--- config.mk ---
export PLATFORM = sky130hd
export DESIGN_NAME = led_blink_dim_controller_unit
export DESIGN_NICKNAME = d
export VERILOG_FILES = /design/src/hw/rtl/lbd_pkg.sv /design/src/hw/rtl/led_blink_dim_controller_unit.sv /design/src/hw/rtl/lbd_div10.sv /design/src/hw/rtl/lbd_drive.sv
export VERILOG_INCLUDE_DIRS = /design/src /design/src/hw/rtl
export SDC_FILE = /design/constraint.sdc
export NUM_CORES = 1
export LEC_CHECK = 0
export ABC_AREA = 1
export BUFFER_PORTS_ARGS = -buffer_cell sky130_fd_sc_hd__clkbuf_2
export CORE_ASPECT_RATIO = 1.25
export CORE_MARGIN = 2
export CORE_UTILIZATION = 40
export CTS_BUF_LIST = sky130_fd_sc_hd__clkbuf_16
export CTS_CLUSTER_SIZE = 40
export DETAILED_ROUTE_END_ITERATION = 6
export HOLD_SLACK_MARGIN = 0.12
export SYNTH_ARGS = -nofsm -noshare
export SYNTH_HDL_FRONTEND = slang
export SYNTH_HIERARCHICAL = 1
export SYNTH_SLANG_ARGS = --single-unit
--- constraint.sdc ---
create_clock -name clk -period 12.06 [get_ports clk]
set_input_delay 0.603 -clock clk [delete_from_list [all_inputs] [get_ports clk]]
set_output_delay 0.603 -clock clk [all_outputs]
set_load 0.01 [all_outputs]
--- src/hw/rtl/assert_macros.svh ---
// ----------------------------------------------------------------------------
// Assertion macros
// Concurrent assertion wrappers, compiled out for synthesis.
// ----------------------------------------------------------------------------
`ifndef ASSERT_MACROS_SVH
`define ASSERT_MACROS_SVH
`ifndef SYNTHESIS
`define LBD_ASSERT_IMP(label, clk, rst_n, ante, cons) \
  label: assert property (@(posedge clk) disable iff (!rst_n) (ante) |-> (cons)) \
    else $error("assertion failed: same-cycle implication");
`define LBD_ASSERT_NXT(label, clk, rst_n, ante, cons) \
  label: assert property (@(posedge clk) disable iff (!rst_n) (ante) |=> (cons)) \
    else $error("assertion failed: next-cycle implication");
`else
`define LBD_ASSERT_IMP(label, clk, rst_n, ante, cons)
`define LBD_ASSERT_NXT(label, clk, rst_n, ante, cons)
`endif
`endif

--- src/hw/rtl/lbd_pkg.sv ---
// ----------------------------------------------------------------------------
// lbd_pkg
// Shared types, codes and constants of the LED blink and dim controller.
// ----------------------------------------------------------------------------
package lbd_pkg;

  localparam int NumLeds  = 4;
  localparam int LedIdxW  = (NumLeds > 1) ? $clog2(NumLeds) : 1;
  localparam int TicksW   = 13;
  localparam int LogStart = 74;
  localparam int MaxOut   = 4;

  typedef enum logic [1:0] {
    REQ_TICK  = 2'd0,
    REQ_DIM   = 2'd1,
    REQ_BLINK = 2'd2,
    REQ_NONE  = 2'd3
  } req_t;

  typedef enum logic [1:0] {
    STAT_OK       = 2'd0,
    STAT_DISABLED = 2'd1,
    STAT_BAD_ARG  = 2'd2
  } status_t;

  typedef enum logic {
    CFG_LEDS_DISABLED = 1'b0,
    CFG_FOREVER_CODE  = 1'b1
  } cfg_reg_t;

  typedef enum logic [2:0] {
    FSM_IDLE,
    FSM_TICK,
    FSM_TICK_END,
    FSM_DIV_PER,
    FSM_DIV_OFF,
    FSM_BLINK_WR
  } fsm_t;

  typedef struct packed {
    logic [1:0] led;
    logic [9:0] duty;
    logic       level;
    logic       upd;
    status_t    status;
    logic       last;
  } res_t;

  // Upper part of the logarithmic brightness curve, percent 74 to 100.
  function automatic logic [9:0] log_duty(input logic [4:0] k);
    logic [9:0] d;
    case (k)
      5'd0:    d = 10'd75;
      5'd1:    d = 10'd83;
      5'd2:    d = 10'd92;
      5'd3:    d = 10'd102;
      5'd4:    d = 10'd112;
      5'd5:    d = 10'd124;
      5'd6:    d = 10'd137;
      5'd7:    d = 10'd152;
      5'd8:    d = 10'd167;
      5'd9:    d = 10'd185;
      5'd10:   d = 10'd205;
      5'd11:   d = 10'd226;
      5'd12:   d = 10'd250;
      5'd13:   d = 10'd276;
      5'd14:   d = 10'd305;
      5'd15:   d = 10'd337;
      5'd16:   d = 10'd373;
      5'd17:   d = 10'd412;
      5'd18:   d = 10'd455;
      5'd19:   d = 10'd503;
      5'd20:   d = 10'd556;
      5'd21:   d = 10'd615;
      5'd22:   d = 10'd679;
      5'd23:   d = 10'd751;
      5'd24:   d = 10'd830;
      5'd25:   d = 10'd917;
      default: d = 10'd1000;
    endcase
    return d;
  endfunction

endpackage

--- src/hw/rtl/led_blink_dim_controller_unit.sv ---
// ----------------------------------------------------------------------------
// led_blink_dim_controller_unit
// Per-LED blink and dimming controller with a tick-driven countdown walk.
// ----------------------------------------------------------------------------
// A request is taken when start is high and busy is low. Request types are a
// 10 ms tick, set_dim and set_blink; the unused type is dropped silently.
// Results leave on the out_ ports for exactly one cycle each, marked by
// out_valid; out_last marks the final result of a request. The receiver
// cannot hold results off, so nothing ever backs up into the block.
// set_dim and every rejected request are answered straight from idle: the result shows
// in the cycle after the request and busy never rises.
// set_blink runs the period and then the off time through one shared
// divide-by-ten unit; busy stays high through DIV_PER, DIV_OFF and
// BLINK_WR, and the result shows in the cycle in which busy falls.
// A tick visits one LED per cycle in FSM_TICK, then passes FSM_TICK_END,
// holds busy throughout and gives up to four results, at most one per cycle.
// Configuration goes through the APB port at any idle time; pready is tied
// high. Synchronous reset clears all LED state and sets forever_code to 255.
// ----------------------------------------------------------------------------
`include "assert_macros.svh"

module led_blink_dim_controller_unit (
  input  logic        clk,
  input  logic        rst_n,
  input  logic        psel,
  input  logic        penable,
  input  logic        pwrite,
  input  logic [2:0]  paddr,
  input  logic [31:0] pwdata,
  output logic [31:0] prdata,
  output logic        pready,
  input  logic        start,
  output logic        busy,
  input  logic [1:0]  in_req_type,
  input  logic [1:0]  in_led_sel,
  input  logic signed [7:0] in_percent,
  input  logic [15:0] in_period_ms,
  input  logic [15:0] in_off_time_ms,
  input  logic [7:0]  in_pulse_count,
  output logic        out_valid,
  output logic [1:0]  out_led_index_out,
  output logic [9:0]  out_duty,
  output logic        out_level_on,
  output logic        out_drive_update,
  output logic [1:0]  out_status,
  output logic        out_last
);

  localparam int IdxW = lbd_pkg::LedIdxW;
  localparam int TW   = lbd_pkg::TicksW;

  // Configuration registers
  logic       disabled_r;
  logic [7:0] forever_r;
  logic       cfg_wr;

  assign pready = 1'b1;
  assign cfg_wr = psel && penable && pwrite;

  always_ff @(posedge clk) begin
    if (!rst_n) begin
      disabled_r <= 1'b0;
      forever_r  <= 8'd255;
    end else if (cfg_wr) begin
      unique case (lbd_pkg::cfg_reg_t'(paddr[2]))
        lbd_pkg::CFG_LEDS_DISABLED: disabled_r <= pwdata[0];
        lbd_pkg::CFG_FOREVER_CODE:  forever_r  <= pwdata[7:0];
        default:                    disabled_r <= disabled_r;
      endcase
    end
  end

  always_comb begin
    unique case (lbd_pkg::cfg_reg_t'(paddr[2]))
      lbd_pkg::CFG_LEDS_DISABLED: prdata = {31'd0, disabled_r};
      lbd_pkg::CFG_FOREVER_CODE:  prdata = {24'd0, forever_r};
      default:                    prdata = 32'd0;
    endcase
  end

  // Per-LED state
  logic [TW-1:0]    cd_r   [lbd_pkg::NumLeds];
  logic [TW-1:0]    per_r  [lbd_pkg::NumLeds];
  logic [TW-1:0]    off_r  [lbd_pkg::NumLeds];
  logic [7:0]       pl_r   [lbd_pkg::NumLeds];
  logic signed [7:0] dim_r [lbd_pkg::NumLeds];

  // Sequencer registers
  lbd_pkg::fsm_t    state_r, state_nxt;
  logic [IdxW-1:0]  idx_r, idx_nxt;
  logic [2:0]       n_r, n_nxt;
  logic             pend_v_r, pend_v_nxt;
  lbd_pkg::res_t    pend_r, pend_nxt;
  lbd_pkg::res_t    res_r, res_nxt;
  logic             out_v_r, out_v_nxt;
  logic [1:0]       bled_r, bled_nxt;
  logic [15:0]      boff_r, boff_nxt;
  logic [7:0]       bpl_r, bpl_nxt;
  logic [TW-1:0]    bper_r, bper_nxt;

  // Divider interface
  logic             div_start;
  logic [15:0]      div_in;
  logic             div_done;
  logic [TW-1:0]    div_q;

  lbd_div10 u_div (
    .clk      (clk),
    .rst_n    (rst_n),
    .start    (div_start),
    .dividend (div_in),
    .done     (div_done),
    .quotient (div_q)
  );

  // Shared percent-to-drive mapping
  logic signed [7:0] drv_pct;
  logic [9:0]        drv_duty;
  logic              drv_level;

  lbd_drive u_drive (
    .pct   (drv_pct),
    .duty  (drv_duty),
    .level (drv_level)
  );

  // Selected LED for set requests
  logic [7:0]       sel_w;
  logic [IdxW-1:0]  sel_ix;
  logic             sel_ok;
  logic [7:0]       bled_w;
  logic [IdxW-1:0]  bled_ix;
  logic [7:0]       idx_w;

  assign sel_w   = 8'(in_led_sel);
  assign sel_ix  = sel_w[IdxW-1:0];
  assign sel_ok  = sel_w < 8'(lbd_pkg::NumLeds);
  assign bled_w  = 8'(bled_r);
  assign bled_ix = bled_w[IdxW-1:0];
  assign idx_w   = 8'(idx_r);

  // Countdown step for the LED under the walk pointer
  logic [TW-1:0] cd_cur, cd_dec, cd_new;
  logic [7:0]    pl_cur, pl_new;
  logic          t_active, t_expire, t_dead, t_drive;
  logic signed [7:0] t_pct;

  always_comb begin
    cd_cur   = cd_r[idx_r];
    pl_cur   = pl_r[idx_r];
    cd_dec   = cd_cur - TW'(1);
    t_active = (cd_cur != '0);
    t_expire = t_active && (cd_dec == '0);
    t_dead   = t_expire && (pl_cur == 8'd0);
    pl_new   = (pl_cur != forever_r) ? pl_cur - 8'd1 : pl_cur;
    cd_new   = cd_dec;
    if (t_expire && !t_dead && (pl_new != 8'd0)) begin
      cd_new = per_r[idx_r];
    end
    t_drive  = t_active && !t_dead;
    // The LED is dark for the last off-time ticks of each period.
    t_pct    = (cd_new <= off_r[idx_r]) ? 8'sd0 : dim_r[idx_r];
  end

  // Sequencer
  logic accept;
  logic is_tick, is_dim, is_blink;

  assign accept   = start && !busy;
  assign is_tick  = (lbd_pkg::req_t'(in_req_type) == lbd_pkg::REQ_TICK);
  assign is_dim   = (lbd_pkg::req_t'(in_req_type) == lbd_pkg::REQ_DIM);
  assign is_blink = (lbd_pkg::req_t'(in_req_type) == lbd_pkg::REQ_BLINK);

  always_comb begin
    state_nxt  = state_r;
    idx_nxt    = idx_r;
    n_nxt      = n_r;
    pend_v_nxt = pend_v_r;
    pend_nxt   = pend_r;
    res_nxt    = res_r;
    out_v_nxt  = 1'b0;
    bled_nxt   = bled_r;
    boff_nxt   = boff_r;
    bpl_nxt    = bpl_r;
    bper_nxt   = bper_r;
    div_start  = 1'b0;
    div_in     = in_period_ms;
    drv_pct    = in_percent;

    unique case (state_r)
      lbd_pkg::FSM_IDLE: begin
        res_nxt.led    = in_led_sel;
        res_nxt.duty   = 10'd0;
        res_nxt.level  = 1'b0;
        res_nxt.upd    = 1'b0;
        res_nxt.status = lbd_pkg::STAT_OK;
        res_nxt.last   = 1'b1;
        if (accept) begin
          if (is_tick) begin
            idx_nxt    = '0;
            n_nxt      = 3'd0;
            pend_v_nxt = 1'b0;
            state_nxt  = lbd_pkg::FSM_TICK;
          end else if (is_dim || is_blink) begin
            out_v_nxt = 1'b1;
            if (disabled_r) begin
              res_nxt.status = lbd_pkg::STAT_DISABLED;
            end else if (!sel_ok) begin
              res_nxt.status = lbd_pkg::STAT_BAD_ARG;
            end else if (is_dim) begin
              if (in_percent > 8'sd100) begin
                res_nxt.status = lbd_pkg::STAT_BAD_ARG;
              end else begin
                res_nxt.duty  = drv_duty;
                res_nxt.level = drv_level;
                res_nxt.upd   = 1'b1;
              end
            end else if (in_off_time_ms > in_period_ms) begin
              res_nxt.status = lbd_pkg::STAT_BAD_ARG;
            end else begin
              // Result waits until both divisions are done.
              out_v_nxt = 1'b0;
              bled_nxt  = in_led_sel;
              boff_nxt  = in_off_time_ms;
              bpl_nxt   = in_pulse_count;
              div_start = 1'b1;
              state_nxt = lbd_pkg::FSM_DIV_PER;
            end
          end
        end
      end

      lbd_pkg::FSM_TICK: begin
        drv_pct = t_pct;
        if (t_drive && (n_r < 3'(lbd_pkg::MaxOut))) begin
          if (pend_v_r) begin
            res_nxt   = pend_r;
            out_v_nxt = 1'b1;
          end
          pend_v_nxt      = 1'b1;
          pend_nxt.led    = idx_w[1:0];
          pend_nxt.duty   = drv_duty;
          pend_nxt.level  = drv_level;
          pend_nxt.upd    = 1'b1;
          pend_nxt.status = lbd_pkg::STAT_OK;
          pend_nxt.last   = 1'b0;
          n_nxt           = n_r + 3'd1;
        end
        if (idx_r == IdxW'(lbd_pkg::NumLeds - 1)) begin
          state_nxt = lbd_pkg::FSM_TICK_END;
        end else begin
          idx_nxt = idx_r + IdxW'(1);
        end
      end

      lbd_pkg::FSM_TICK_END: begin
        if (pend_v_r) begin
          res_nxt      = pend_r;
          res_nxt.last = 1'b1;
          out_v_nxt    = 1'b1;
        end
        pend_v_nxt = 1'b0;
        state_nxt  = lbd_pkg::FSM_IDLE;
      end

      lbd_pkg::FSM_DIV_PER: begin
        div_in = boff_r;
        if (div_done) begin
          bper_nxt  = div_q;
          div_start = 1'b1;
          state_nxt = lbd_pkg::FSM_DIV_OFF;
        end
      end

      lbd_pkg::FSM_DIV_OFF: begin
        div_in = boff_r;
        if (div_done) begin
          state_nxt = lbd_pkg::FSM_BLINK_WR;
        end
      end

      lbd_pkg::FSM_BLINK_WR: begin
        res_nxt.led    = bled_r;
        res_nxt.duty   = 10'd0;
        res_nxt.level  = 1'b0;
        res_nxt.upd    = 1'b0;
        res_nxt.status = lbd_pkg::STAT_OK;
        res_nxt.last   = 1'b1;
        out_v_nxt      = 1'b1;
        state_nxt      = lbd_pkg::FSM_IDLE;
      end

      default: state_nxt = lbd_pkg::FSM_IDLE;
    endcase
  end

  always_ff @(posedge clk) begin
    if (!rst_n) begin
      state_r  <= lbd_pkg::FSM_IDLE;
      idx_r    <= '0;
      n_r      <= 3'd0;
      pend_v_r <= 1'b0;
      out_v_r  <= 1'b0;
    end else begin
      state_r  <= state_nxt;
      idx_r    <= idx_nxt;
      n_r      <= n_nxt;
      pend_v_r <= pend_v_nxt;
      out_v_r  <= out_v_nxt;
    end
    pend_r <= pend_nxt;
    res_r  <= res_nxt;
    bled_r <= bled_nxt;
    boff_r <= boff_nxt;
    bpl_r  <= bpl_nxt;
    bper_r <= bper_nxt;
  end

  // LED state updates
  logic dim_wr;

  assign dim_wr = (state_r == lbd_pkg::FSM_IDLE) && accept && is_dim && !disabled_r
                  && sel_ok && (in_percent <= 8'sd100);

  always_ff @(posedge clk) begin
    if (!rst_n) begin
      for (int i = 0; i < lbd_pkg::NumLeds; i++) begin
        cd_r[i]  <= '0;
        per_r[i] <= '0;
        off_r[i] <= '0;
        pl_r[i]  <= 8'd0;
        dim_r[i] <= 8'sd0;
      end
    end else begin
      if (dim_wr) begin
        cd_r[sel_ix]  <= '0;
        dim_r[sel_ix] <= in_percent;
      end
      if (state_r == lbd_pkg::FSM_TICK) begin
        if (t_active) begin
          cd_r[idx_r] <= cd_new;
        end
        if (t_expire && !t_dead) begin
          pl_r[idx_r] <= pl_new;
        end
      end
      if (state_r == lbd_pkg::FSM_BLINK_WR) begin
        off_r[bled_ix] <= div_q;
        per_r[bled_ix] <= bper_r;
        cd_r[bled_ix]  <= bper_r;
        pl_r[bled_ix]  <= bpl_r;
      end
    end
  end

  assign busy              = (state_r != lbd_pkg::FSM_IDLE);
  assign out_valid         = out_v_r;
  assign out_led_index_out = res_r.led;
  assign out_duty          = res_r.duty;
  assign out_level_on      = res_r.level;
  assign out_drive_update  = res_r.upd;
  assign out_status        = res_r.status;
  assign out_last          = res_r.last;

  `LBD_ASSERT_IMP(a_err_is_last, clk, rst_n, out_valid && (out_status != lbd_pkg::STAT_OK), out_last && !out_drive_update)
  `LBD_ASSERT_IMP(a_more_follow_busy, clk, rst_n, out_valid && !out_last, busy)
  `LBD_ASSERT_IMP(a_tick_cap, clk, rst_n, busy, n_r <= 3'(lbd_pkg::MaxOut))
  `LBD_ASSERT_IMP(a_div_idle, clk, rst_n, state_r == lbd_pkg::FSM_IDLE, !div_done)

endmodule

--- src/hw/rtl/lbd_div10.sv ---
// ----------------------------------------------------------------------------
// lbd_div10
// Divide-by-ten unit: a reciprocal multiply whose quotient is registered and
// flagged by done in the cycle after start.
// ----------------------------------------------------------------------------
module lbd_div10 (
  input  logic                        clk,
  input  logic                        rst_n,
  input  logic                        start,
  input  logic [15:0]                 dividend,
  output logic                        done,
  output logic [lbd_pkg::TicksW-1:0]  quotient
);

  logic [31:0]                 prod;
  logic [lbd_pkg::TicksW-1:0]  q_r, q_nxt;
  logic                        done_r;

  always_comb begin
    // 52429 / 2^19 sits just above 1/10; over the whole 16-bit range the
    // error stays well below one quotient step, so the result is exact.
    prod  = {16'd0, dividend} * 32'd52429;
    q_nxt = start ? prod[19 +: lbd_pkg::TicksW] : q_r;
  end

  always_ff @(posedge clk) begin
    if (!rst_n) begin
      done_r <= 1'b0;
    end else begin
      done_r <= start;
    end
    q_r <= q_nxt;
  end

  // 65535 / 10 fits in the tick width.
  assign done     = done_r;
  assign quotient = q_r;

endmodule

--- src/hw/rtl/lbd_drive.sv ---
// ----------------------------------------------------------------------------
// lbd_drive
// Maps a signed brightness percentage to a PWM duty and a digital level.
// ----------------------------------------------------------------------------
module lbd_drive (
  input  logic signed [7:0] pct,
  output logic [9:0]        duty,
  output logic              level
);

  logic signed [7:0] clamped;
  logic [6:0]        ofs;

  always_comb begin
    clamped = (pct > 8'sd100) ? 8'sd100 : pct;
    ofs     = 7'(clamped - 8'sd74);
    if (pct <= 8'sd0) begin
      duty = 10'd0;
    end else if (clamped < 8'(lbd_pkg::LogStart)) begin
      duty = 10'(clamped);
    end else begin
      duty = lbd_pkg::log_duty(ofs[4:0]);
    end
    level = (pct >= 8'sd50);
  end

endmodule
# [After elaboration in Yosys (flattened, before gate mapping)]
# Memories as Yosys holds them, arrays and structs flattened. A register that Yosys moved wholly into a read port is not among the register bits.
# Index checks and enable logic that the tools add are counted.
[word_totals] elab_cells=235 mem_bits_ro=320 mem_count=6 reg_bits=102 out_inout_bits=52 in_bits=93 ram_bits=220
[op_classes] eq_ne=23 n_mux=116 multipliers=1 bitwise=5 n_lt_le_gt_ge=10 n_reduce_logical=47 n_addsub=5
[memory_table] name="(no name shown)" words=32 word_bits=10 read_ports=1 rd_clocked_by_memory_dff=0 write_ports=0 line_no="lbd_pkg.sv:52" source="case (k)"
[memory_table] name="cd_r" words=4 word_bits=13 read_ports=1 rd_clocked_by_memory_dff=1 write_ports=4 line_no="led_blink_dim_controller_unit.sv:82" source="logic [TW-1:0] cd_r [lbd_pkg::NumLeds];"
[memory_table] name="off_r" words=4 word_bits=13 read_ports=1 rd_clocked_by_memory_dff=1 write_ports=4 line_no="led_blink_dim_controller_unit.sv:84" source="logic [TW-1:0] off_r [lbd_pkg::NumLeds];"
[memory_table] name="per_r" words=4 word_bits=13 read_ports=1 rd_clocked_by_memory_dff=1 write_ports=4 line_no="led_blink_dim_controller_unit.sv:83" source="logic [TW-1:0] per_r [lbd_pkg::NumLeds];"
[memory_table] name="dim_r" words=4 word_bits=8 read_ports=1 rd_clocked_by_memory_dff=1 write_ports=4 line_no="led_blink_dim_controller_unit.sv:86" source="logic signed [7:0] dim_r [lbd_pkg::NumLeds];"
[memory_table] name="pl_r" words=4 word_bits=8 read_ports=1 rd_clocked_by_memory_dff=1 write_ports=4 line_no="led_blink_dim_controller_unit.sv:85" source="logic [7:0] pl_r [lbd_pkg::NumLeds];"
[ops] operator="two-way mux 13 bit" n=6
[ops] operator="case mux 17 bit (4 select lines)" n=1
[ops] operator="OR reduction 13 bit" n=5
[ops] operator="case mux 32 bit (2 select lines)" n=1
[ops] operator="two-way mux 8 bit" n=7
[ops] operator="two-way mux 2 bit" n=26
[ops] operator="two-way mux 17 bit" n=3
[ops] operator="two-way mux 12 bit" n=4
[ops] operator="two-way mux 1 bit" n=43
[ops] operator="two-way mux 14 bit" n=3
[ops] operator="two-way mux 3 bit" n=13
[ops] operator="multiplier 16 x 16 -> 32 bit, second input constant" n=1
[ops] operator="OR reduction 8 bit" n=3
[ops] operator="two-way mux 10 bit" n=2
[ops] operator="> comparator 16 bit" n=1
[ops] operator="> comparator 8 bit, second input constant" n=2
[ops] operator="two-way mux 16 bit" n=1
[ops] operator="AND reduction 4 bit" n=4
[ops] operator="inequality test 3 bit, second input constant" n=5
[ops] operator="logical AND 1 bit" n=14
[ops] operator="inequality test 2 bit, second input constant" n=7
[ops] operator="<= comparator 13 bit" n=1
[ops] operator="zero test 13 bit" n=1
[ops] operator="nonzero test 13 bit" n=1
[ops] operator="other kinds (38)" n=52

# [Logic depth before layout (Yosys ltp)]
# Gate-level depths: netlist of the first run.
# An unclocked memory read counts as a cell.
[logic_depth] depth_word=25 ltp_mapped=49 depth_no_buf=46

# [Modules after synthesis]
# The synthesis of the first run kept the hierarchy.
[modules_own_cells] module="led_blink_dim_controller_unit" seq_area_each_um2=9098.7 cells_each=1696 area_each_um2=15675.0 n_inst=1
[modules_own_cells] module="lbd_div10" seq_area_each_um2=410.4 cells_each=705 area_each_um2=5655.4 n_inst=1
[modules_own_cells] module="lbd_drive" seq_area_each_um2=0.0 cells_each=182 area_each_um2=935.9 n_inst=1

# [Worst setup path before layout of the first run]
# OpenSTA, ideal clock, no wires.
[synth_timing] path_type="register -> register" startpoint="register with a tool-made name" endpoint="register res_r, in the netlist out_duty[5] (data pin)" stages_incl_launch_ff=44 arrival_ps=5748 slack_ps=6059 synth_period_minus_slack_ps=6001 required_ps=11806 path_buffers=6 setup_time_ps=254 path_cell_list="dfxtp_1 > buf_2 > buf_4 > nand2_1 > nand3_1 > nand2_1 > ha_1 > inv_1 > nor2_2 > nand3b_1 > a21oi_1 > nand2_1 > nor3_4 > buf_4 > nand3_2 > nand2_1 > inv_1 > ha_1 > [8 not listed] > inv_1 > nor2_2 > nand3_2 > buf_6 > nand2_1 > ha_1 > clkbuf_1 > inv_1 > clkbuf_1 > nor2_1 > a21oi_1 > nand2_1 > nand3_1 > nand3_2 > nand2_1 > inv_1 > nand3_1 > nand2_1"
[synth_lines] item="to (signal assigned)" line_no="led_blink_dim_controller_unit.sv:312" source="res_r <= res_nxt;"
[synth_lines] item="to (decl)" line_no="led_blink_dim_controller_unit.sv:94" source="lbd_pkg::res_t res_r, res_nxt;"

==> results summary, run 1 <==
The most prevalent standard cell on the critical path is sky130_fd_sc_hd__nand2_1. The run finished with clean final reports. The register area is between 9000 and 10000 sq um. The delay of the slowest cell on the worst path is between 0.7 and 0.8 ns.

The min-delay analysis places its worst path in the category in -> reg. The final count of negative-setup-slack endpoints is 0. The floorplan step set the die width to 215.0 microns. The sort of element at the end of the critical path is a flip-flop.

The largest individual stage delay along the critical path comes from the cell sky130_fd_sc_hd__ha_1. The share of the synthesized area in compound gates (AO/OA/AOI/OAI) is 0.08047. For the worst setup path, the data required time is 12.47 ns. Dividing the detail-routed via count by the number of cells gives 5.036. The footprint of the multi-input gates came out at ~11000 sq um. The final standard cell area without fillers came out at ~25000 sq um. The post-synthesis mux area share came out at 0.0005057. The top fanout value on the critical path came out at 44. After detailed routing, the number of remaining DRC violations is 0. The number of clock buffers added by TritonCTS is 37. The number of nets in the finished design came out at 3013. The final count of hold timing violations came out at 0. In the synthesized netlist the async set-or-reset flop fraction comes to 0. Of the total synthesized cell area, the portion taken by AND, OR, NAND and NOR gates is 0.2188. The site row count is 96. The number of setup buffers added after CTS is 0. The element type at the critical path start is a flip-flop. The setup TNS came out at 0 ns. The critical path is of the reg -> reg type. The part of the cycle the worst path needs came out at 0.7251. By area the synthesized netlist is led by sky130_fd_sc_hd__edfxtp_1, sky130_fd_sc_hd__ha_1, sky130_fd_sc_hd__nand2_1, sky130_fd_sc_hd__fa_1, sky130_fd_sc_hd__inv_1. Entering global routing, the biggest net connects 69 pins. The cell count of the worst hold path is 1.

For this configuration, the core starts out at a cell density of 0.4047. Of the cells placed in the final design, the portion with a size suffix greater than 1 is 0.08996. The total vias in the final route came out at approximately 17000. The clock root buffer master is sky130_fd_sc_hd__clkbuf_16.

The number of buffers on the longest clock path is 3. The signal arrival time at the worst endpoint is just over 9 ns. In this run the count of I/O pins placed on the die edge is ~150. The via count of the first global-routing pass came out at between 15000 and 20000. For the worst-skew pair, the clock arrives at the later sink with an insertion delay of ~0.55 ns. The vertical die dimension came out at 267.8 microns. For this run the aggregate overflow at the end of global routing stands at 0. The total of hold buffers inserted after clock tree synthesis is 0. The fmax is 114.4 MHz. The proportion of netlist area held by the largest area contributor is 0.4073. The number of fill cells in the layout is approximately 5500. The global-route wire length before repair is approximately 90000 microns. In this run the mean area of a mapped cell was between 8 and 9 sq um. The final standard cell utilization of the core is 0.4483. The synthesized-area fraction occupied by xor and xnor cells is 0.006687. Of the total synthesized cell area, the portion taken by full adders, half adders and majority gates is 0.1716. The average detailed-routed wire length per instance is 16.68 microns. The final worst-path setup slack is around 3.3 ns.

Among all flip-flop cells after synthesis, the most frequent one is sky130_fd_sc_hd__edfxtp_1. The floorplan core area came out at 55010 sq um. The number of max-slew violations in the final report came to 0. The wire-length estimate of the detail-placed layout is about 42000 microns. The clock tree synthesis step divided the H-tree into 2 levels. In this run, synthesis produced a sequential element count of 324. At the placement stage, the worst setup path has a slack of between 3 and 4 ns.

The count of nets left with antenna violations once routing finished came out at 0. The final layout contains routed wiring with a total length of ~57000 microns. The initial antenna violation count came out at 0. In this run the cell area measured after placement is ~23000 sq um. The overall routing resource usage is 0.1965.

The number of warnings issued by yosys is 6. The worst slew slack as a fraction of its limit is 0.1172. The netlist area before placement is 22270 sq um. The worst reg-to-reg path cell count came out at 40. The clock slew seen by the registers of the worst setup and hold paths came out at roughly 0.060 ns. The sink count of the clock tree came out at around 320.

The violation count after the first detailed-route iteration came out at approximately 1100. The CTS tree is built. The number of enable-type register cells in the synthesized netlist is about 300.

After synthesis, the largest family of logic cells by area is simple AND/OR/NAND/NOR gates. The iteration count of the initial detailed-routing pass came out at 5. The number of distinct library cells after synthesis is 57. The last weighted congestion value of the routability-driven placer is 0.9234.

Setup repair after global routing left no endpoint under its margin. The final period demand of the worst path is 8.745 ns. Of the synthesized area, sequential elements account for 0.4271. The max capacitance violation total came out at 0. For the pin with the worst max-slew slack, the measured transition is about 1.3 ns. The die covers 57580 sq um. Compared with the post-synthesis result, the final layout area differs by 10.75%. The final setup skew is approximately 0.03 ns. The number of gates given a new drive strength after cts is 0. The number of port buffers came out at 93. The synthesized netlist cell count came out at ~2600. sky130_fd_sc_hd__edfxtp_1 takes more of the synthesized area than any other cell.
==> cell families (layout without fill, tap and decap cells) <==
group,Yosys count,in the layout
AOI/OAI and AO/OA,307,307
DFF,324,324
adders and majority gates,258,258
xor gates and xnor gates,17,17
buffers and inverters,518,602
other,2,26
and+or+nand+nor,1156,1156
muxes,1,1
==> per-stage QoR <==
stage	std cells	hold slack (ns)
after floorplan	2606	0.4264
after detailed placement	3358	0.4598
after global routing	3425	0.2213
final	3426	0.2328
after CTS	3425	0.2071
after global placement	3358	0.4437
==> cell usage in the layout, fill, tap and decap left out, types with 10 or more instances in the layout <==
master	n
sky130_fd_sc_hd__a21oi_1	124
sky130_fd_sc_hd__a21oi_2	10
sky130_fd_sc_hd__a32o_1	19
sky130_fd_sc_hd__buf_4	23
sky130_fd_sc_hd__clkbuf_16	39
sky130_fd_sc_hd__clkbuf_2	93
sky130_fd_sc_hd__conb_1	25
sky130_fd_sc_hd__dfxtp_1	21
sky130_fd_sc_hd__edfxtp_1	302
sky130_fd_sc_hd__fa_1	79
sky130_fd_sc_hd__ha_1	179
sky130_fd_sc_hd__inv_1	418
sky130_fd_sc_hd__nand2_1	589
sky130_fd_sc_hd__nand2_2	12
sky130_fd_sc_hd__nand3_1	174
sky130_fd_sc_hd__nand3_2	18
sky130_fd_sc_hd__nand4_1	12
sky130_fd_sc_hd__nor2_1	307
sky130_fd_sc_hd__nor3_1	17
sky130_fd_sc_hd__o21ai_0	99
sky130_fd_sc_hd__o22ai_1	16
sky130_fd_sc_hd__xor2_1	13
==> sequential cells by signal (all words and copies together), names as in the netlist, 3 cells and up, named ones only <==
name,count
dim_r,32
pl_r,32
out_duty,10
bper_r,13
cd_r,52
forever_r,8
state_r,3
u_div/quotient,13
off_r,52
bpl_r,8
boff_r,16
n_r,3
pend_r,13
per_r,52
==> synth_stat cells, types with 13 or more instances <==
| cell type | count |
|---|---|
| sky130_fd_sc_hd__nand3_2 | 18 |
| sky130_fd_sc_hd__edfxtp_1 | 302 |
| sky130_fd_sc_hd__nor3_1 | 18 |
| sky130_fd_sc_hd__buf_4 | 30 |
| sky130_fd_sc_hd__nand2_1 | 589 |
| sky130_fd_sc_hd__xor2_1 | 13 |
| sky130_fd_sc_hd__ha_1 | 179 |
| sky130_fd_sc_hd__clkbuf_1 | 47 |
| sky130_fd_sc_hd__o21ai_0 | 100 |
| sky130_fd_sc_hd__nand3_1 | 174 |
| sky130_fd_sc_hd__buf_2 | 13 |
| sky130_fd_sc_hd__a21oi_1 | 124 |
| sky130_fd_sc_hd__o22ai_1 | 16 |
| sky130_fd_sc_hd__fa_1 | 79 |
| sky130_fd_sc_hd__inv_1 | 411 |
| sky130_fd_sc_hd__dfxtp_1 | 22 |
| sky130_fd_sc_hd__nor2_1 | 308 |
| sky130_fd_sc_hd__a32o_1 | 19 |
==> final timing paths <==
| kind | startpoint | to | slack [ns] |
|---|---|---|---|
| hold / removal | in_pulse_count[4] | bpl_r[4] | 0.23 |
| setup reg to reg | flip-flop | out_duty[0] | 3.31 |
| hold reg to reg | u_div/quotient[11] | bper_r[11] | 0.46 |
| setup / recovery | flip-flop | out_duty[0] | 3.31 |
==> metal layers <==
| layer | vias up | part of all wire | GRT usage |
|---|---|---|---|
| met5 | - | 0 | 0 |
| met4 | 0 | 0.025 | 0.06170 |
| met3 | 94 | 0.040 | 0.02060 |
| met2 | 403 | 0.54 | 0.3781 |
| met1 | 8218 | 0.40 | 0.2284 |
| li1 | 8539 | - | - |
==> layout make-up <==
| type | instances | area share |
|---|---|---|
| diodes | 1 | 0.0001015 |
| repair buffers | 116 | 0.02588 |
| inverters | 419 | 0.06388 |
| flip-flops and latches | 324 | 0.3858 |
| multi-input cells | 1764 | 0.4360 |
| well taps | 735 | 0.03729 |
| clock inverters | 28 | 0.01147 |
| clock buffers | 39 | 0.03958 |
==> critical path: cells and delay by family, from the launching register on <==
kind / cells / cell delay [ns]
compound gates: 7 / 1.90
buf+inv: 5 / 1.01
fa+ha+maj: 3 / 1.08
simple gates: 25 / 3.89
flops: 1 / 0.67
Power of run 1 is not shown: default switching activity piles up to over one toggle a cycle in this logic, so the estimate is an artifact.
==> run 2: changes to the inputs <==
Settings changed: ABC_AREA 1 to 0.
Clock period 12.06 ns to 9.1 ns, I/O delays scaled along.
==> results summary, run 2 <==
The required time of the worst setup path came to 9.51 ns (was 12.47 ns). The violation count after the first detailed-route iteration is 957 (was 1081). The sort of element at the end of the critical path is a flip-flop (unchanged). The synthesized netlist cell count came out at 1863 (was 2583). The leakage power figure is about 11 nW. The post-layout instance count excluding filler cells came out at 2715 (was 3426). The count of antenna-violating nets left after detailed routing is 0 (unchanged). The global-route congestion overflow total is 0 (unchanged).

The net switching fraction of the power is 0.4084. The overall routing resource usage came out at 0.1950 (was 0.1965). The floorplan core area is 53490 sq um (was 55010 sq um). The horizontal die dimension is 211.3 microns (was 215.0 microns).

The top-level port count is 145 (unchanged). The final count of hold timing violations was 0 (unchanged). The global-route wire length before repair came to 84320 microns (was 89990 microns). The setup TNS came out at 0 ns (unchanged). The clock root buffer master is sky130_fd_sc_hd__clkbuf_16 (unchanged).

The transition time of the tightest slew-check pin was 1.225 ns (was 1.314 ns). The clock slew seen by the registers of the worst setup and hold paths is 0.06 ns (about the same). The element type at the critical path start was a flip-flop (unchanged).

The H-tree level count is 2 (unchanged). The sequential fraction of the synthesis area is 0.4425 (was 0.4271). The last weighted congestion value of the routability-driven placer came out at 0.9105 (was 0.9234). The sink count of the clock tree came out at 324 (unchanged).

The final period demand of the worst path came to 7.954 ns (was 8.745 ns). The number of enable-type register cells in the synthesized netlist came out at 302 (unchanged). The site row count came to 95 (was 96). The via count of the first global-routing pass is 15400 (was 17180). The power share of the combinational group came out at 0.514. The largest voltage drop on the vdd net came out at ~0.40 mV.

The leading cell type in the layout, fill and taps excluded was sky130_fd_sc_hd__edfxtp_1 (was sky130_fd_sc_hd__nand2_1). The number of warnings issued by yosys came out at 6 (unchanged). The proportion of netlist area held by the largest area contributor is 0.4220 (was 0.4073). The fmax is 125.7 MHz (was 114.4 MHz). The delay of the slowest cell on the worst path was 0.72 ns (was 0.71 ns). The total vias in the final route came to 14590 (was 17250). The critical path start-end classification is reg -> reg (unchanged). The number of max-slew violations in the final report is 0 (unchanged). The max capacitance violation total is 0 (unchanged).

The final count of negative-setup-slack endpoints is 0 (unchanged). The type of the most critical hold path is in -> reg (unchanged). The number of buffers inserted by post-CTS setup repair is 0 (unchanged). The signal arrival time at the worst endpoint came out at 8.37 ns (was 9.16 ns). The number of DRC violations after detailed routing came out at 0 (unchanged). The number of buffers on the longest clock path is 3 (unchanged). Dominant cells by area after synthesis: sky130_fd_sc_hd__edfxtp_1, sky130_fd_sc_hd__ha_1, sky130_fd_sc_hd__fa_1, sky130_fd_sc_hd__mux4_2, sky130_fd_sc_hd__inv_1 (was sky130_fd_sc_hd__edfxtp_1, sky130_fd_sc_hd__ha_1, sky130_fd_sc_hd__nand2_1, sky130_fd_sc_hd__fa_1, sky130_fd_sc_hd__inv_1). The later-pin clock latency in the skew report is 0.56 ns (was 0.55 ns). The power density over cell area came out at roughly 290 nW/um^2.

The cell with the largest stage delay on the worst path is sky130_fd_sc_hd__mux4_1 (was sky130_fd_sc_hd__ha_1). The full die area came out at 55610 sq um (was 57580 sq um). The detailed placer's ending HPWL is 38970 microns (was 42420 microns). The internal power is 4.115 mW.

The relative contribution of sequential cells to total power came out at 0.273. The part of the cycle the worst path needs came to 0.8741 (was 0.7251). The CTS tree was built (unchanged). The synthesized area per cell is 11.54 sq um (was 8.620 sq um). The fraction of registers with async set/reset is 0 (unchanged). The iteration count of the initial detailed-routing pass is 7 (was 5).

The vertical die dimension came to 263.2 microns (was 267.8 microns). The initial antenna violation count came out at 1 (was 0). The most numerous cell in the Yosys netlist is sky130_fd_sc_hd__edfxtp_1 (was sky130_fd_sc_hd__nand2_1).

The number of clock buffers inserted by TritonCTS is 37 (unchanged). The initial core utilization came to 0.4018 (was 0.4047). The average detailed-routed wire length per instance is 19.71 microns (was 16.68 microns). Outcome: completed (unchanged). Leading post-synthesis cells by instance count: sky130_fd_sc_hd__edfxtp_1, sky130_fd_sc_hd__inv_1, sky130_fd_sc_hd__ha_1 (was sky130_fd_sc_hd__nand2_1, sky130_fd_sc_hd__inv_1, sky130_fd_sc_hd__nor2_1). The net switching power of the design is roughly 2.8 mW. The number of inserted diodes came out at 0 (was 1). The number of distinct library cells after synthesis came to 95 (was 57). The maximum number of pins on one net before global-route repair came out at 77 (was 69). The library cell occupying the most area in the post-synthesis netlist is sky130_fd_sc_hd__edfxtp_1 (unchanged). The final setup skew is 0.03331 ns (was 0.02917 ns). The number of placed instances with taps included came out at 2620 (was 3358). The most prevalent standard cell on the critical path is sky130_fd_sc_hd__buf_4 (was sky130_fd_sc_hd__nand2_1).

The top fanout value on the critical path came out at 19 (was 44). The clock power share came out at 0.212. The number of nets in the finished design came to 2360 (was 3013). The fraction of layout instances using a drive strength above 1 is 0.1577 (was 0.08996).

Top library cells by usage in the layout, fill and taps aside: sky130_fd_sc_hd__edfxtp_1, sky130_fd_sc_hd__inv_1, sky130_fd_sc_hd__ha_1 (was sky130_fd_sc_hd__nand2_1, sky130_fd_sc_hd__inv_1, sky130_fd_sc_hd__nor2_1). Setup repair after global routing missed its margin: no (unchanged). The area overhead of the layout relative to synthesis came out at 13.15% (was 10.75%).

The total wire length after detailed routing is 53500 microns (was 57150 microns). The count of state elements after synthesis is 324 (unchanged). Largest registers: cd_r: 52 flops, off_r: 52 flops, per_r: 52 flops (unchanged).

The netlist area before placement came out at 21490 sq um (was 22270 sq um). The ratio of routed vias to standard cells came out at 5.372 (was 5.036). The dominant delay contributor by cell family on the critical path was compound AO/OA/AOI/OAI gates (was simple AND/OR/NAND/NOR gates). The number of port buffers came out at 93 (unchanged).

The number of fill cells in the layout came to 4970 (was 5496). The most frequently used flop master after synthesis is sky130_fd_sc_hd__edfxtp_1 (unchanged). The worst slew slack as a fraction of its limit came to 0.1772 (was 0.1172). The buffering stage count on the worst path with inverters included was 5 (unchanged).
[run 2: cell types whose count changed in the layout (fill, tap and decap cells not counted), moves of 72 or more]
| cell | previous run | this run |
|---|---|---|
| sky130_fd_sc_hd__nor2_1 | 307 | 115 |
| sky130_fd_sc_hd__a21oi_1 | 124 | 44 |
| sky130_fd_sc_hd__nand2_1 | 589 | 98 |
| sky130_fd_sc_hd__nand3_1 | 174 | 33 |
| sky130_fd_sc_hd__inv_1 | 418 | 265 |
| sky130_fd_sc_hd__and3_1 | 0 | 72 |
| sky130_fd_sc_hd__and2_1 | 2 | 84 |
[run 2: path summary, 6_finish.rpt]
check,cells after the start,slack [ns],end,from
setup / recovery,31,1.15,out_duty[5],flip-flop
hold / removal,3,0.15,forever_r[4],pwdata[4]
setup reg to reg,31,1.15,out_duty[5],flip-flop
hold reg to reg,0,0.48,bper_r[2],u_div/quotient[2]
[run 2: cell type report]
type,count,area (sq um),share of cell area
Multi-Input combinational cell,1211,10640,0.4374
Sequential cell,324,9514,0.3913
Timing Repair Buffer,174,1146,0.04713
Inverter,261,979.7,0.04029
Clock buffer,39,975.9,0.04014
Tap cell,679,849.6,0.03494
Clock inverter,27,215.2,0.008850
[run 2: repair_timing]
item                       in CTS  in global routing
hold buffers                   29                  0
gates resized for setup         0                  0
hold endpoints to repair       29                  0
setup endpoints to repair       0                  0
[run 2: worst register-to-register path: cells and delay by family, from the launching register on]
kind,cells,cell delay (ns)
AO/OA/AOI/OAI,16,2.97
flip-flops,1,0.50
adder cells (fa/ha/maj),2,0.54
buffers and inverters,5,1.16
multiplexers,3,1.24
AND/OR/NAND/NOR,5,1.37
[run 2: cell families (layout without fill, tap and decap cells)]
logic type,count (synthesis),in the layout,share of synthesized area
compound gates,253,253,0.08163
xor+xnor,43,43,0.01752
fa+ha+maj,260,260,0.1788
buf+inv,351,501,0.06917
flops,324,324,0.4425
mux,85,85,0.07353
other cells,2,25,0.0003495
simple gates,545,545,0.1365
[run 2: metrics by stage]
step | area, sq um | hold WS (ns) | worst slack, ns | total power, mW | utilization
after floorplan | 21580 | 0.4314 | 1.357 | 4.544 | -
after CTS | 24320 | 0.1248 | 1.119 | 7.002 | 0.4546
after global routing | 24320 | 0.1347 | 0.5267 | 7.496 | 0.4546
after global placement | 22830 | 0.4866 | 1.213 | 5.463 | 0.4269
final | 24320 | 0.1469 | 1.146 | 6.956 | 0.4546
after detailed placement | 22830 | 0.4916 | 1.157 | 5.486 | 0.4269
[run 2: power by group through the flow]
| stage | Clock, mW | Combinational (mW) | Sequential (mW) |
|---|---|---|---|
| after detailed placement | 0 | 3.55 | 1.93 |
| after global placement | 0 | 3.53 | 1.93 |
| final | 1.48 | 3.58 | 1.90 |
| after global routing | 1.56 | 4.02 | 1.91 |
| after CTS | 1.50 | 3.59 | 1.90 |
| after floorplan | 0 | 2.63 | 1.91 |
[run 2: routing by layer]
| layer | wire, microns | global-route usage | up-vias |
|---|---|---|---|
| met5 | 18 | 0 | - |
| met4 | 1268 | 0.05310 | 2 |
| met3 | 1928 | 0.02398 | 81 |
| met2 | 28890 | 0.3709 | 329 |
| met1 | 21400 | 0.2280 | 7279 |
| li1 | - | - | 6895 |
No activity file was read; power rests on OpenSTA's default activity.
